**config.mk**
```make
export PLATFORM = sky130hd
export DESIGN_NAME = ultrasonic_echo_ranger
export DESIGN_NICKNAME = d
export VERILOG_FILES = /design/src/hw/rtl/uer_pkg.sv /design/src/hw/rtl/uer_fsm.sv /design/src/hw/rtl/ultrasonic_echo_ranger.sv
export SDC_FILE = /design/constraint.sdc
export NUM_CORES = 1
export LEC_CHECK = 0
export BUFFER_PORTS_ARGS = -buffer_cell sky130_fd_sc_hd__buf_2
export CAP_MARGIN = 20
export CORE_MARGIN = 3
export CORE_UTILIZATION = 56
export DETAILED_ROUTE_END_ITERATION = 8
export PLACE_DENSITY = 0.77
export SLEW_MARGIN = 25
export SYNTH_ARGS = -nofsm -noshare
export SYNTH_HDL_FRONTEND = slang
export SYNTH_HIERARCHICAL = 1
export SYNTH_SLANG_ARGS = --single-unit
export TNS_END_PERCENT = 10
```
**constraint.sdc**
```tcl
create_clock -name clk -period 3.9 [get_ports clk]
set_input_delay 0.39 -clock clk [delete_from_list [all_inputs] [get_ports clk]]
set_output_delay 0.39 -clock clk [all_outputs]
set_load 0.01 [all_outputs]
```
**src/hw/rtl/uer_pkg.sv**
```systemverilog
// Shared types and constants for the ultrasonic echo ranger.
// Holds the item structs, the register map and the ranging constants.
// No dependencies.
package uer_pkg;

    // Counter width of the wait and echo-width counters; capped at 16 bits.
    localparam int COUNT_WIDTH = 16;
    localparam int CNT_W       = (COUNT_WIDTH >= 16) ? 16 : COUNT_WIDTH;

    // Sound speed scaling: distance_cm = width * SPEED_NUM / SPEED_DEN.
    localparam int SPEED_NUM  = 343;
    localparam int SPEED_DEN  = 2 * 10000;
    localparam int REM_W      = $clog2(SPEED_DEN);
    localparam int DIST_W     = 11;
    localparam int TIMEOUT_CM = 999;

    // Configuration register indexes.
    localparam int CFG_IDX_W = 2;
    localparam logic [CFG_IDX_W-1:0] REG_TRIG_LOW  = 2'd0;
    localparam logic [CFG_IDX_W-1:0] REG_TRIG_HIGH = 2'd1;
    localparam logic [CFG_IDX_W-1:0] REG_TIMEOUT   = 2'd2;
    localparam int CFG_DATA_W = 16;

    localparam logic [7:0]  TRIG_LOW_RST  = 8'd2;
    localparam logic [7:0]  TRIG_HIGH_RST = 8'd10;
    localparam logic [15:0] TIMEOUT_RST   = 16'd50000;

    // Measurement phases.
    localparam logic [2:0] PH_IDLE  = 3'd0;
    localparam logic [2:0] PH_TLOW  = 3'd1;
    localparam logic [2:0] PH_THIGH = 3'd2;
    localparam logic [2:0] PH_WAIT  = 3'd3;
    localparam logic [2:0] PH_MEAS  = 3'd4;

    typedef struct packed {
        logic start_req;
        logic echo_level;
    } in_item_t;

    typedef struct packed {
        logic              trigger_level;
        logic              done_res;
        logic [DIST_W-1:0] distance_cm;
        logic              timed_out;
        logic              busy_res;
    } out_item_t;

    typedef struct packed {
        logic [7:0]  trigger_low_ticks;
        logic [7:0]  trigger_high_ticks;
        logic [15:0] timeout_ticks;
    } cfg_t;

endpackage

```
**src/hw/rtl/uer_fsm.sv**
```systemverilog
// Ranging sequencer: trigger timing, echo capture and distance tracking.
// Advances one tick per enabled cycle and returns that tick's result.
// Depends on uer_pkg.
module uer_fsm (
    input  logic              clk,
    input  logic              rst_n,
    input  logic              step,
    input  uer_pkg::in_item_t item,
    input  uer_pkg::cfg_t     cfg,
    output uer_pkg::out_item_t result
);
    import uer_pkg::*;

    localparam logic [CNT_W-1:0] CNT_MAX = {CNT_W{1'b1}};

    logic [2:0]        phase_reg, phase_next;
    logic [7:0]        phase_ticks_reg, phase_ticks_next;
    logic [CNT_W-1:0]  wait_ticks_reg, wait_ticks_next;
    logic [CNT_W-1:0]  echo_width_reg, echo_width_next;
    logic [DIST_W-1:0] last_dist_reg, last_dist_next;
    // Running quotient and remainder of echo_width * SPEED_NUM / SPEED_DEN.
    logic [DIST_W-1:0] quot_reg, quot_next;
    logic [REM_W-1:0]  rem_reg, rem_next;

    logic [7:0]       phase_inc;
    logic [REM_W:0]   rem_sum;
    logic             trig;
    logic             done;
    logic             tmo;

    assign phase_inc = phase_ticks_reg + 8'd1;
    assign rem_sum   = {1'b0, rem_reg} + (REM_W + 1)'(SPEED_NUM);

    always_comb
    begin
        phase_next       = phase_reg;
        phase_ticks_next = phase_ticks_reg;
        wait_ticks_next  = wait_ticks_reg;
        echo_width_next  = echo_width_reg;
        last_dist_next   = last_dist_reg;
        quot_next        = quot_reg;
        rem_next         = rem_reg;
        trig             = 1'b0;
        done             = 1'b0;
        tmo              = 1'b0;

        case (phase_reg)
            PH_IDLE:
            begin
                if (item.start_req)
                begin
                    phase_ticks_next = 8'd0;
                    phase_next = (cfg.trigger_low_ticks == 8'd0) ? PH_THIGH : PH_TLOW;
                end
            end
            PH_TLOW:
            begin
                phase_ticks_next = phase_inc;
                if (phase_inc >= cfg.trigger_low_ticks)
                begin
                    phase_next       = PH_THIGH;
                    phase_ticks_next = 8'd0;
                end
            end
            PH_THIGH:
            begin
                trig             = 1'b1;
                phase_ticks_next = phase_inc;
                if (phase_inc >= cfg.trigger_high_ticks)
                begin
                    phase_next       = PH_WAIT;
                    phase_ticks_next = 8'd0;
                    wait_ticks_next  = '0;
                    echo_width_next  = '0;
                    quot_next        = '0;
                    rem_next         = '0;
                end
            end
            PH_WAIT, PH_MEAS:
            begin
                if (wait_ticks_reg < CNT_MAX)
                begin
                    wait_ticks_next = wait_ticks_reg + CNT_W'(1);
                end
                if (phase_reg == PH_MEAS && !item.echo_level)
                begin
                    last_dist_next = quot_reg;
                    done           = 1'b1;
                    phase_next     = PH_IDLE;
                end
                else
                begin
                    if (item.echo_level)
                    begin
                        if (phase_reg == PH_WAIT)
                        begin
                            phase_next      = PH_MEAS;
                            echo_width_next = CNT_W'(1);
                            quot_next       = '0;
                            rem_next        = REM_W'(SPEED_NUM);
                        end
                        else if (echo_width_reg < CNT_MAX)
                        begin
                            echo_width_next = echo_width_reg + CNT_W'(1);
                            // The step is far below the divisor, so one subtract suffices.
                            if (rem_sum >= (REM_W + 1)'(SPEED_DEN))
                            begin
                                rem_next  = REM_W'(rem_sum - (REM_W + 1)'(SPEED_DEN));
                                quot_next = quot_reg + DIST_W'(1);
                            end
                            else
                            begin
                                rem_next = REM_W'(rem_sum);
                            end
                        end
                    end
                    if (16'(wait_ticks_next) >= cfg.timeout_ticks)
                    begin
                        last_dist_next = DIST_W'(TIMEOUT_CM);
                        done           = 1'b1;
                        tmo            = 1'b1;
                        phase_next     = PH_IDLE;
                    end
                end
            end
            default:
            begin
                phase_next = PH_IDLE;
            end
        endcase
    end

    always_ff @(posedge clk or negedge rst_n)
    begin
        if (!rst_n)
        begin
            phase_reg       <= PH_IDLE;
            phase_ticks_reg <= '0;
            wait_ticks_reg  <= '0;
            echo_width_reg  <= '0;
            last_dist_reg   <= '0;
            quot_reg        <= '0;
            rem_reg         <= '0;
        end
        else if (step)
        begin
            phase_reg       <= phase_next;
            phase_ticks_reg <= phase_ticks_next;
            wait_ticks_reg  <= wait_ticks_next;
            echo_width_reg  <= echo_width_next;
            last_dist_reg   <= last_dist_next;
            quot_reg        <= quot_next;
            rem_reg         <= rem_next;
        end
    end

    always_comb
    begin
        result.trigger_level = trig;
        result.done_res      = done;
        result.distance_cm   = last_dist_next;
        result.timed_out     = tmo;
        result.busy_res      = (phase_next != PH_IDLE);
    end

endmodule

```
**src/hw/rtl/ultrasonic_echo_ranger.sv**
```systemverilog
// Top level of the ultrasonic echo ranger: channels, input and result registers,
// configuration registers. Depends on uer_pkg and uer_fsm.
//
// Usage: every input transaction on in_valid/in_stall is one microsecond tick
// carrying start_req and the sampled echo pin level. Every input transaction
// produces exactly one output transaction on out_valid/out_stall with the
// trigger level for that tick, the done flag, the distance in cm (999 with
// timed_out on a missing echo) and the busy flag.
// Each input transaction passes through the input register, then the sequencer,
// which writes the result register.
// Throughput is one tick per cycle while the receiver does not stall; the
// sequencer updates its phase and counters once per tick, and the distance is
// tracked incrementally while the echo is high, so no divider is needed.
// When the receiver stalls, the result register holds its transaction, the
// tick in the input register waits, and in_stall rises once both are full.
// Reset clears both registers, returns the sequencer to idle and loads the
// default timing registers. Configuration writes are always taken
// (cfg_ready is high) and should only be issued while the block is idle.
module ultrasonic_echo_ranger (
    input  logic                                clk,
    input  logic                                rst_n,
    input  logic                                in_valid,
    output logic                                in_stall,
    input  uer_pkg::in_item_t                   in_data,
    output logic                                out_valid,
    input  logic                                out_stall,
    output uer_pkg::out_item_t                  out_data,
    input  logic                                cfg_valid,
    output logic                                cfg_ready,
    input  logic [uer_pkg::CFG_IDX_W-1:0]       cfg_index,
    input  logic [uer_pkg::CFG_DATA_W-1:0]      cfg_data
);
    import uer_pkg::*;

    logic      in_valid_reg;
    in_item_t  in_item_reg;
    logic      out_valid_reg;
    out_item_t out_item_reg;
    cfg_t      cfg_reg;
    out_item_t step_result;
    logic      out_free;
    logic      step;
    logic      in_take;

    assign out_free  = !out_valid_reg || !out_stall;
    assign step      = in_valid_reg && out_free;
    assign in_stall  = in_valid_reg && !out_free;
    assign in_take   = in_valid && !in_stall;
    assign cfg_ready = 1'b1;
    assign out_valid = out_valid_reg;
    assign out_data  = out_item_reg;

    always_ff @(posedge clk or negedge rst_n)
    begin
        if (!rst_n)
        begin
            in_valid_reg  <= 1'b0;
            out_valid_reg <= 1'b0;
        end
        else
        begin
            if (in_take)
            begin
                in_valid_reg <= 1'b1;
            end
            else if (step)
            begin
                in_valid_reg <= 1'b0;
            end
            if (step)
            begin
                out_valid_reg <= 1'b1;
            end
            else if (!out_stall)
            begin
                out_valid_reg <= 1'b0;
            end
        end
    end

    always_ff @(posedge clk)
    begin
        if (in_take)
        begin
            in_item_reg <= in_data;
        end
        if (step)
        begin
            out_item_reg <= step_result;
        end
    end

    always_ff @(posedge clk or negedge rst_n)
    begin
        if (!rst_n)
        begin
            cfg_reg.trigger_low_ticks  <= TRIG_LOW_RST;
            cfg_reg.trigger_high_ticks <= TRIG_HIGH_RST;
            cfg_reg.timeout_ticks      <= TIMEOUT_RST;
        end
        else if (cfg_valid && cfg_ready)
        begin
            case (cfg_index)
                REG_TRIG_LOW:  cfg_reg.trigger_low_ticks  <= cfg_data[7:0];
                REG_TRIG_HIGH: cfg_reg.trigger_high_ticks <= cfg_data[7:0];
                REG_TIMEOUT:   cfg_reg.timeout_ticks      <= cfg_data[15:0];
                default:       ;
            endcase
        end
    end

    uer_fsm u_fsm (
        .clk    (clk),
        .rst_n  (rst_n),
        .step   (step),
        .item   (in_item_reg),
        .cfg    (cfg_reg),
        .result (step_result)
    );

endmodule

```
==> flow_summary.rst, run 1 <==
.. list-table::
   :header-rows: 1

   * - Metric
     - Value
   * - Peak supply drop
     - 0.3728 mV
   * - Maximum level of the CTS H-tree
     - 4
   * - Critical path capture point type
     - flop
   * - Data required time at the worst endpoint
     - 4210 ps
   * - Layout-stage area growth over the synthesis result
     - 13.73%
   * - Share of post-route cells with drive strength above 1
     - 20.21%
   * - Instance count of the mapped netlist
     - 808
   * - TritonRoute pass-1 iters
     - 5
   * - Global-route wire length before repair
     - 30250 µm
   * - Total of max-cap violations
     - 0
   * - Pin count of the biggest net entering global routing
     - 71
   * - Cell area after layout
     - 8818 µm²
   * - I/O pins
     - 43
   * - Final-layout worst hold slack
     - 83.81 ps
   * - Number of buffer cells added on primary ports
     - 41
   * - Actual slew at the worst max-slew pin
     - 1022 ps
   * - Die footprint
     - 15290 µm²
   * - Floorplan die width
     - 123.7 µm
   * - DP Wirelength
     - 12640 µm
   * - Number of routed nets with antenna violations
     - 0
   * - Number of placement rows
     - 42
   * - Clock input transition at the sequential cells of the worst setup and hold paths
     - 60 ps
   * - Initial DRC Count
     - 630
   * - Cell type with the largest total area after synthesis
     - dfrtp_1
   * - Commonest cells in the synthesized netlist
     - 105 x dfrtp_1, 68 x o21ai_0, 59 x inv_1, 59 x nand2_1, 48 x nor2_1
   * - Area of the mapped netlist
     - 7754 µm²
   * - Clock tree buffer depth
     - 2
   * - Arrival time worst endpoint
     - 4110 ps
   * - Initial Utilization
     - 57.86%
   * - Final Max Tran Viols
     - 0
   * - Worst setup timing slack at the placement stage
     - -122.6 ps
   * - Sequential cell area fraction in the yosys report
     - 43.52%
   * - Share of async-settable or async-resettable flops after synthesis
     - 87.02%
   * - Clock latency on the worst-skew pair
     - 430 ps
   * - Antenna violations before repair
     - 0
   * - Worst Setup Start Kind
     - flop
   * - Fill cell total of the finished layout
     - 1031
   * - Crit Path Class
     - reg -> reg
   * - Avg Synthesized Cell Area
     - 9.596 µm²
   * - Pwr Density
     - 566.3 nW/µm²
   * - Number of flops mapped to enable cells by yosys
     - 17
   * - Ant. Diodes
     - 0
   * - Number of warning messages in the yosys log
     - 6
   * - Fin util
     - 65.81%
   * - Clock sink count
     - 131
   * - Final hold violation count
     - 0
   * - Cells taking the most area after synthesis
     - dfrtp_1 34%, edfxtp_1 6.6%, ha_1 6.1%, mux2_2 4.8%, o21ai_0 4.4%
   * - Relative slew slack
     - 31.28%
   * - Clock tree from TritonCTS
     - done
   * - Total of flip-flops plus latches after synthesis
     - 131
   * - Period utilization
     - 97.60%
   * - Final net count
     - 921
   * - Status
     - completed
   * - Clock buffer count from CTS
     - 17
   * - Total power consumption of the routed design
     - 4.994 mW
   * - Chip Height
     - 123.7 µm
   * - Max reg flops
     - 32
   * - Post-route minimum period
     - 3806 ps
   * - Vias after detailed routing
     - 6441
   * - Library cell with the highest instance count after synthesis
     - dfrtp_1
   * - Leftover overflow at the end of global routing
     - 0
   * - Weighted congestion at the end of routability-driven global placement
     - 0.9156
   * - Routed wire length
     - 17950 µm
   * - Average wire length per cell after detail routing
     - 17.14 µm
   * - Post-synth net total
     - 871
   * - CORE AREA
     - 13400 µm²
   * - Global Route Usage Sum
     - 24.80%
   * - Fin worst setup slack
     - 93.56 ps
   * - Yosys cell types
     - 76
   * - Most used flip-flop cell after synthesis
     - dfrtp_1
   * - Via count of the first global-routing pass
     - 6428
   * - Post-DP Area
     - 8189 µm²
   * - Unrepaired setup endpoints after global routing
     - yes
   * - Library cell used as clock root buffer
     - clkbuf_16
   * - Worst clock skew
     - 10.25 ps
   * - Worst hold-check path type
     - in -> async
   * - Maximum operating frequency
     - 0.2627 GHz
   * - Average vias per placed instance
     - 6.152
   * - Share of the synthesized area in the top cell type
     - 33.89%
   * - Leakage power summed over all cells
     - 4.050 nW
   * - Final routed DRC violation total
     - 0
   * - Internal reg-to-reg setup slack
     - 90 ps
   * - Maximum fanout encountered on the critical timing path
     - 11
   * - Total setup violations reported at the end of the flow
     - 0
stage by stage:
step                      setup TNS [ps]  cells
after detailed placement          -407.7   1013
final                                  0   1047
after global routing              -652.1   1047
after CTS                              0   1045
after global placement                 0   1013
after floorplan                        0    808
path summary, 6_finish.rpt:
kind | cells past startpoint | from | end
max | 18 | u_fsm/wait_ticks_reg[6]$_DFFE_PN0P_ | u_fsm/last_dist_reg[8]$_DFFE_PN0P_
min | 1 | rst_n | u_fsm/rem_reg[3]$_DFFE_PN0P_
max reg2reg | 18 | u_fsm/wait_ticks_reg[6]$_DFFE_PN0P_ | u_fsm/last_dist_reg[8]$_DFFE_PN0P_
min reg2reg | 1 | in_valid_reg$_DFFE_PN0P_ | out_valid$_DFFE_PN0P_
max in group asynchronous | 2 | rst_n | cfg_reg[4]$_DFFE_PN1P_
min in group clk | 1 | in_data[0] | in_item_reg[0]$_DFFE_PP_
cell families after synthesis:
kind of cell	share of synthesized area [%]
DFF	43.52
other	0.04836
buffers and inverters	5.341
muxes	4.922
AOI/OAI and AO/OA	20.49
xor gates and xnor gates	2.711
adders and majority gates	6.132
and+or+nand+nor	16.83
report_power, final:
part | internal [mW] | total (mW) | switching, mW
Combinational | 0.640 | 1.56 | 0.917
Sequential | 1.63 | 1.90 | 0.276
Clock | 0.901 | 1.53 | 0.634
Total | 3.17 | 4.99 | 1.83
area by class of cell:
| type | instances | area (µm²) | area share (%) |
|---|---|---|---|
| Clock buffer | 19 | 442.9 | 5.023 |
| Clock inverter | 13 | 123.9 | 1.405 |
| Sequential cell | 131 | 3376 | 38.28 |
| Inverter | 60 | 225.2 | 2.554 |
| Timing Repair Buffer | 68 | 410.4 | 4.654 |
| Multi-Input combinational cell | 580 | 4020 | 45.59 |
| Tap cell | 176 | 220.2 | 2.497 |
routing by layer:
metal	vias up	global-route usage [%]	wire length [µm]	share of wire, %
li1	3034	-	-	-
met1	3142	31.82	7643	43
met2	224	41.60	9018	50
met3	41	5.813	957	5.3
met4	0	7.889	329	1.8
met5	-	0	0	0
what timing repair did:
action / CTS / global route
gates resized for setup: 1 / 9
pin swaps: 0 / 1
endpoints found under the hold margin: 0 / 0
buffers inserted: 0 / 2
setup endpoints to repair: 11 / 25
hold buffers: 0 / 0
placed cells by master, fill, tap and decap left out, types with 8 or more instances in the layout:
cell type / instances
xnor2_1: 16
a21oi_1: 45
buf_4: 28
o21ai_0: 68
o31ai_1: 14
dfstp_2: 9
dfrtp_1: 104
nor2_1: 48
nor3_1: 20
clkbuf_16: 17
a21o_1: 19
edfxtp_1: 17
xor2_1: 8
nand2_1: 59
or3_1: 10
mux2_2: 33
buf_2: 40
and3_1: 15
nand4_1: 13
inv_1: 59
nand3_1: 27
ha_1: 37
o22a_1: 16
nand2b_1: 13
critical path, cell delays in order (launching register included):
cell and delay, ps:
dfrtp_2 390, and4_1 210, nand4_1 220, or2_4 330
nor2_1 140, buf_4 160, nor2_1 70, nand3_2 100
xnor2_1 120, ha_1 260, a211oi_1 270, o21ai_0 130
a31o_2 270, a21oi_2 200, o21ba_4 190, buf_4 140
a211oi_1 70, buf_4 210, o22a_1 190
No activity file was read; power rests on OpenSTA's default activity.
==> run 2, diff against run 1 <==
--- a/config.mk
+++ b/config.mk
@@ -10,7 +10,7 @@
 export CORE_MARGIN = 3
 export CORE_UTILIZATION = 56
 export DETAILED_ROUTE_END_ITERATION = 8
-export PLACE_DENSITY = 0.77
+export PLACE_DENSITY = 0.76
 export SLEW_MARGIN = 25
 export SYNTH_ARGS = -nofsm -noshare
 export SYNTH_HDL_FRONTEND = slang
==> run 2 against run 1 <==
The flow now finishes with violations (negative hold slack). Largest cell class unchanged. Final area increased by 0.64%. Global-route usage increased by 0.18 points. Die area unchanged. Via count decreased by 0.61%. Register-to-register slack improved by 130 ps. Critical path depth decreased by 1. Critical path type unchanged.
==> flow_summary.rst, run 2 (synthesis gave the netlist of run 1 again) <==
.. list-table::
   :header-rows: 1

   * - Metric
     - Value
   * - Status
     - finished, violations left (was completed)
   * - Violations in the final reports
     - negative hold slack
   * - Leakage power summed over all cells
     - 4.093 nW (was 4.050 nW)
   * - Final routed DRC violation total
     - 0 (unchanged)
   * - Fill cell total of the finished layout
     - 1060 (was 1031)
   * - Initial DRC Count
     - 550 (was 630)
   * - Maximum level of the CTS H-tree
     - 4 (unchanged)
   * - Most common cell after layout, fill and taps aside
     - dfrtp_1 (unchanged)
   * - Maximum operating frequency
     - 0.2718 GHz (was 0.2627 GHz)
   * - Peak supply drop
     - 0.4100 mV (was 0.3728 mV)
   * - Average vias per placed instance
     - 6.115 (was 6.152)
   * - Final Max Tran Viols
     - 0 (unchanged)
   * - Pwr Density
     - 587.7 nW/µm² (was 566.3 nW/µm²)
   * - TritonRoute pass-1 iters
     - 6 (was 5)
   * - Layout-stage area growth over the synthesis result
     - 14.46% (was 13.73%)
   * - Number of cells after detailed placement
     - 1015 (was 1013)
   * - Vias after detailed routing
     - 6402 (was 6441)
   * - Pin count of the biggest net entering global routing
     - 80 (was 71)
   * - Clock buffer count from CTS
     - 17 (unchanged)
   * - Kind of cell adding the most delay to the critical path
     - compound AO/OA/AOI/OAI gates (unchanged)
   * - Total of max-cap violations
     - 0 (unchanged)
   * - Clock latency on the worst-skew pair
     - 430 ps (about the same)
   * - Unrepaired setup endpoints after global routing
     - yes (unchanged)
   * - Clock input transition at the sequential cells of the worst setup and hold paths
     - 60 ps (about the same)
   * - Weighted congestion at the end of routability-driven global placement
     - 0.9262 (was 0.9156)
   * - Global-route wire length before repair
     - 30260 µm (was 30250 µm)
   * - Antenna violations before repair
     - 0 (unchanged)
   * - Number of buffer cells added on primary ports
     - 41 (unchanged)
   * - Max reg flops
     - 32 (unchanged)
   * - Average wire length per cell after detail routing
     - 17.11 µm (was 17.14 µm)
   * - CORE AREA
     - 13400 µm² (unchanged)
   * - Via count of the first global-routing pass
     - 6376 (was 6428)
   * - Quantity of hold-fixing buffers added after cts
     - 0 (unchanged)
   * - Leftover overflow at the end of global routing
     - 0 (unchanged)
   * - DP Wirelength
     - 12530 µm (was 12640 µm)
   * - Final-layout worst hold slack
     - -28.16 ps (was 83.81 ps)
   * - Die footprint
     - 15290 µm² (unchanged)
   * - Post-route minimum period
     - 3680 ps (was 3806 ps)
   * - Clock tree from TritonCTS
     - done (unchanged)
   * - Met2 usage
     - 43.36% (was 41.60%)
   * - Period utilization
     - 94.35% (was 97.60%)
   * - I/O pins
     - 43 (unchanged)
   * - Cell area after layout
     - 8875 µm² (was 8818 µm²)
   * - Maximum fanout encountered on the critical timing path
     - 11 (unchanged)
   * - Global Route Usage Sum
     - 24.98% (was 24.80%)
   * - Delay contributed by the slowest stage of the critical path
     - 430 ps (was 390 ps)
   * - Met3 routing resource usage after global routing
     - 4.541% (was 5.813%)
   * - Relative slew slack
     - 51.18% (was 31.28%)
   * - Floorplan die width
     - 123.7 µm (unchanged)
   * - Post-DP Area
     - 8204 µm² (was 8189 µm²)
   * - Slowest cell on crit path
     - dfrtp_1 (was dfrtp_2)
   * - Chain of cells forming the critical path
     - and3_1 > nand3_1 > or2_2 > nor2_2 > nor2_1 > nand3_1 > xnor2_1 > ha_1 > a211oi_1 > o21ai_0 > a31o_2 > a21oi_2 > o21ba_2 > buf_4 > a211oi_1 > buf_4 > o22a_1 (was and4_1 > nand4_1 > or2_4 > nor2_1 > buf_4 > nor2_1 > nand3_2 > xnor2_1 > ha_1 > a211oi_1 > o21ai_0 > a31o_2 > a21oi_2 > o21ba_4 > buf_4 > a211oi_1 > buf_4 > o22a_1)
   * - Total setup violations reported at the end of the flow
     - 0 (unchanged)
   * - Number of buffers inserted by post-CTS setup repair
     - 0 (unchanged)
   * - Number of routed nets with antenna violations
     - 0 (unchanged)
   * - Worst clock skew
     - 6.248 ps (was 10.25 ps)
   * - Critical path buffer and inverter count
     - 2 (was 3)
   * - Final net count
     - 921 (unchanged)
   * - Actual slew at the worst max-slew pin
     - 732.3 ps (was 1022 ps)
   * - Data required time at the worst endpoint
     - 4210 ps (about the same)
   * - Ant. Diodes
     - 0 (unchanged)
   * - Non-filler cells in the finished layout
     - 1047 (unchanged)
   * - Initial Utilization
     - 57.86% (unchanged)
   * - Worst hold-check path type
     - in -> async (unchanged)
   * - Most frequent cells in the layout
     - 105 x dfrtp_1, 67 x o21ai_0, 59 x inv_1, 59 x nand2_1, 47 x nor2_1 (was 104 x dfrtp_1, 68 x o21ai_0, 59 x inv_1, 59 x nand2_1, 48 x nor2_1)
   * - Share of post-route cells with drive strength above 1
     - 20.21% (unchanged)
   * - Critical path capture point type
     - flop (unchanged)
   * - Fin util
     - 66.23% (was 65.81%)
   * - Crit Path Class
     - reg -> reg (unchanged)
   * - Layer with the highest usage after global routing
     - met2 (unchanged)
   * - Clock sink count
     - 131 (unchanged)
   * - Routed wire length
     - 17920 µm (was 17950 µm)
   * - Clock tree buffer depth
     - 2 (unchanged)
   * - Number of placement rows
     - 42 (unchanged)
   * - Arrival time worst endpoint
     - 3990 ps (was 4110 ps)
   * - Final hold violation count
     - 8 (was 0)
   * - Chip Height
     - 123.7 µm (unchanged)
   * - Library cell used as clock root buffer
     - clkbuf_16 (unchanged)
   * - Worst Setup Start Kind
     - flop (unchanged)
   * - Met1 Usage GRT
     - 31.28% (was 31.82%)
## run 2: layer usage
| metal | wire length [µm] | part of all wire (%) | vias up |
|---|---|---|---|
| met4 | 302 | 1.7 | 0 |
| met2 | 9131 | 51 | 177 |
| met3 | 652 | 3.6 | 25 |
| li1 | - | - | 3041 |
| met1 | 7830 | 44 | 3159 |
| met5 | 0 | 0 | - |
## run 2: metrics by stage
step	setup slack, ps	power [mW]	setup TNS, ps
floorplan	149.7	3.013	0
global placement	89.60	3.384	0
detailed placement	-84.49	3.452	-227.1
CTS	147.7	5.221	0
global route	-11.23	5.524	-29.83
finish	220.4	5.216	0
## run 2: repair_timing
item	in CTS	in global routing
gates resized for setup	1	5
pin swaps	0	1
endpoints found under the setup margin	11	22
## run 2: cell type report
type / instances / area, µm² / share of cell area (%)
flip-flops and latches: 131 / 3374 / 38.02
multi-input cells: 580 / 4001 / 45.09
clock inverters: 15 / 214.0 / 2.411
inverters: 60 / 225.2 / 2.538
clock buffers: 17 / 425.4 / 4.793
repair buffers: 68 / 414.1 / 4.667
well taps: 176 / 220.2 / 2.481
## run 2: final timing paths
path                                                          start                                  to  slack, ps  depth (start not counted)
worst max register to register  u_fsm/wait_ticks_reg[9]$_DFFE_PN0P_  u_fsm/last_dist_reg[9]$_DFFE_PN0P_        220                         17
max in group asynchronous                                     rst_n  u_fsm/last_dist_reg[7]$_DFFE_PN0P_       3160                          2
worst min register to register   u_fsm/last_dist_reg[8]$_DFFE_PN0P_  u_fsm/last_dist_reg[8]$_DFFE_PN0P_        490                          1
min in group clk                                         in_data[1]            in_item_reg[1]$_DFFE_PP_        140                          1
worst max-delay path            u_fsm/wait_ticks_reg[9]$_DFFE_PN0P_  u_fsm/last_dist_reg[9]$_DFFE_PN0P_        220                         17
worst min-delay path                                          rst_n        u_fsm/rem_reg[6]$_DFFE_PN0P_        -30                          1
## run 2: power breakdown
part	internal, mW	switching (mW)	total (mW)
registers	1.63	0.277	1.90
clock network	1.09	0.656	1.74
logic	0.644	0.926	1.57
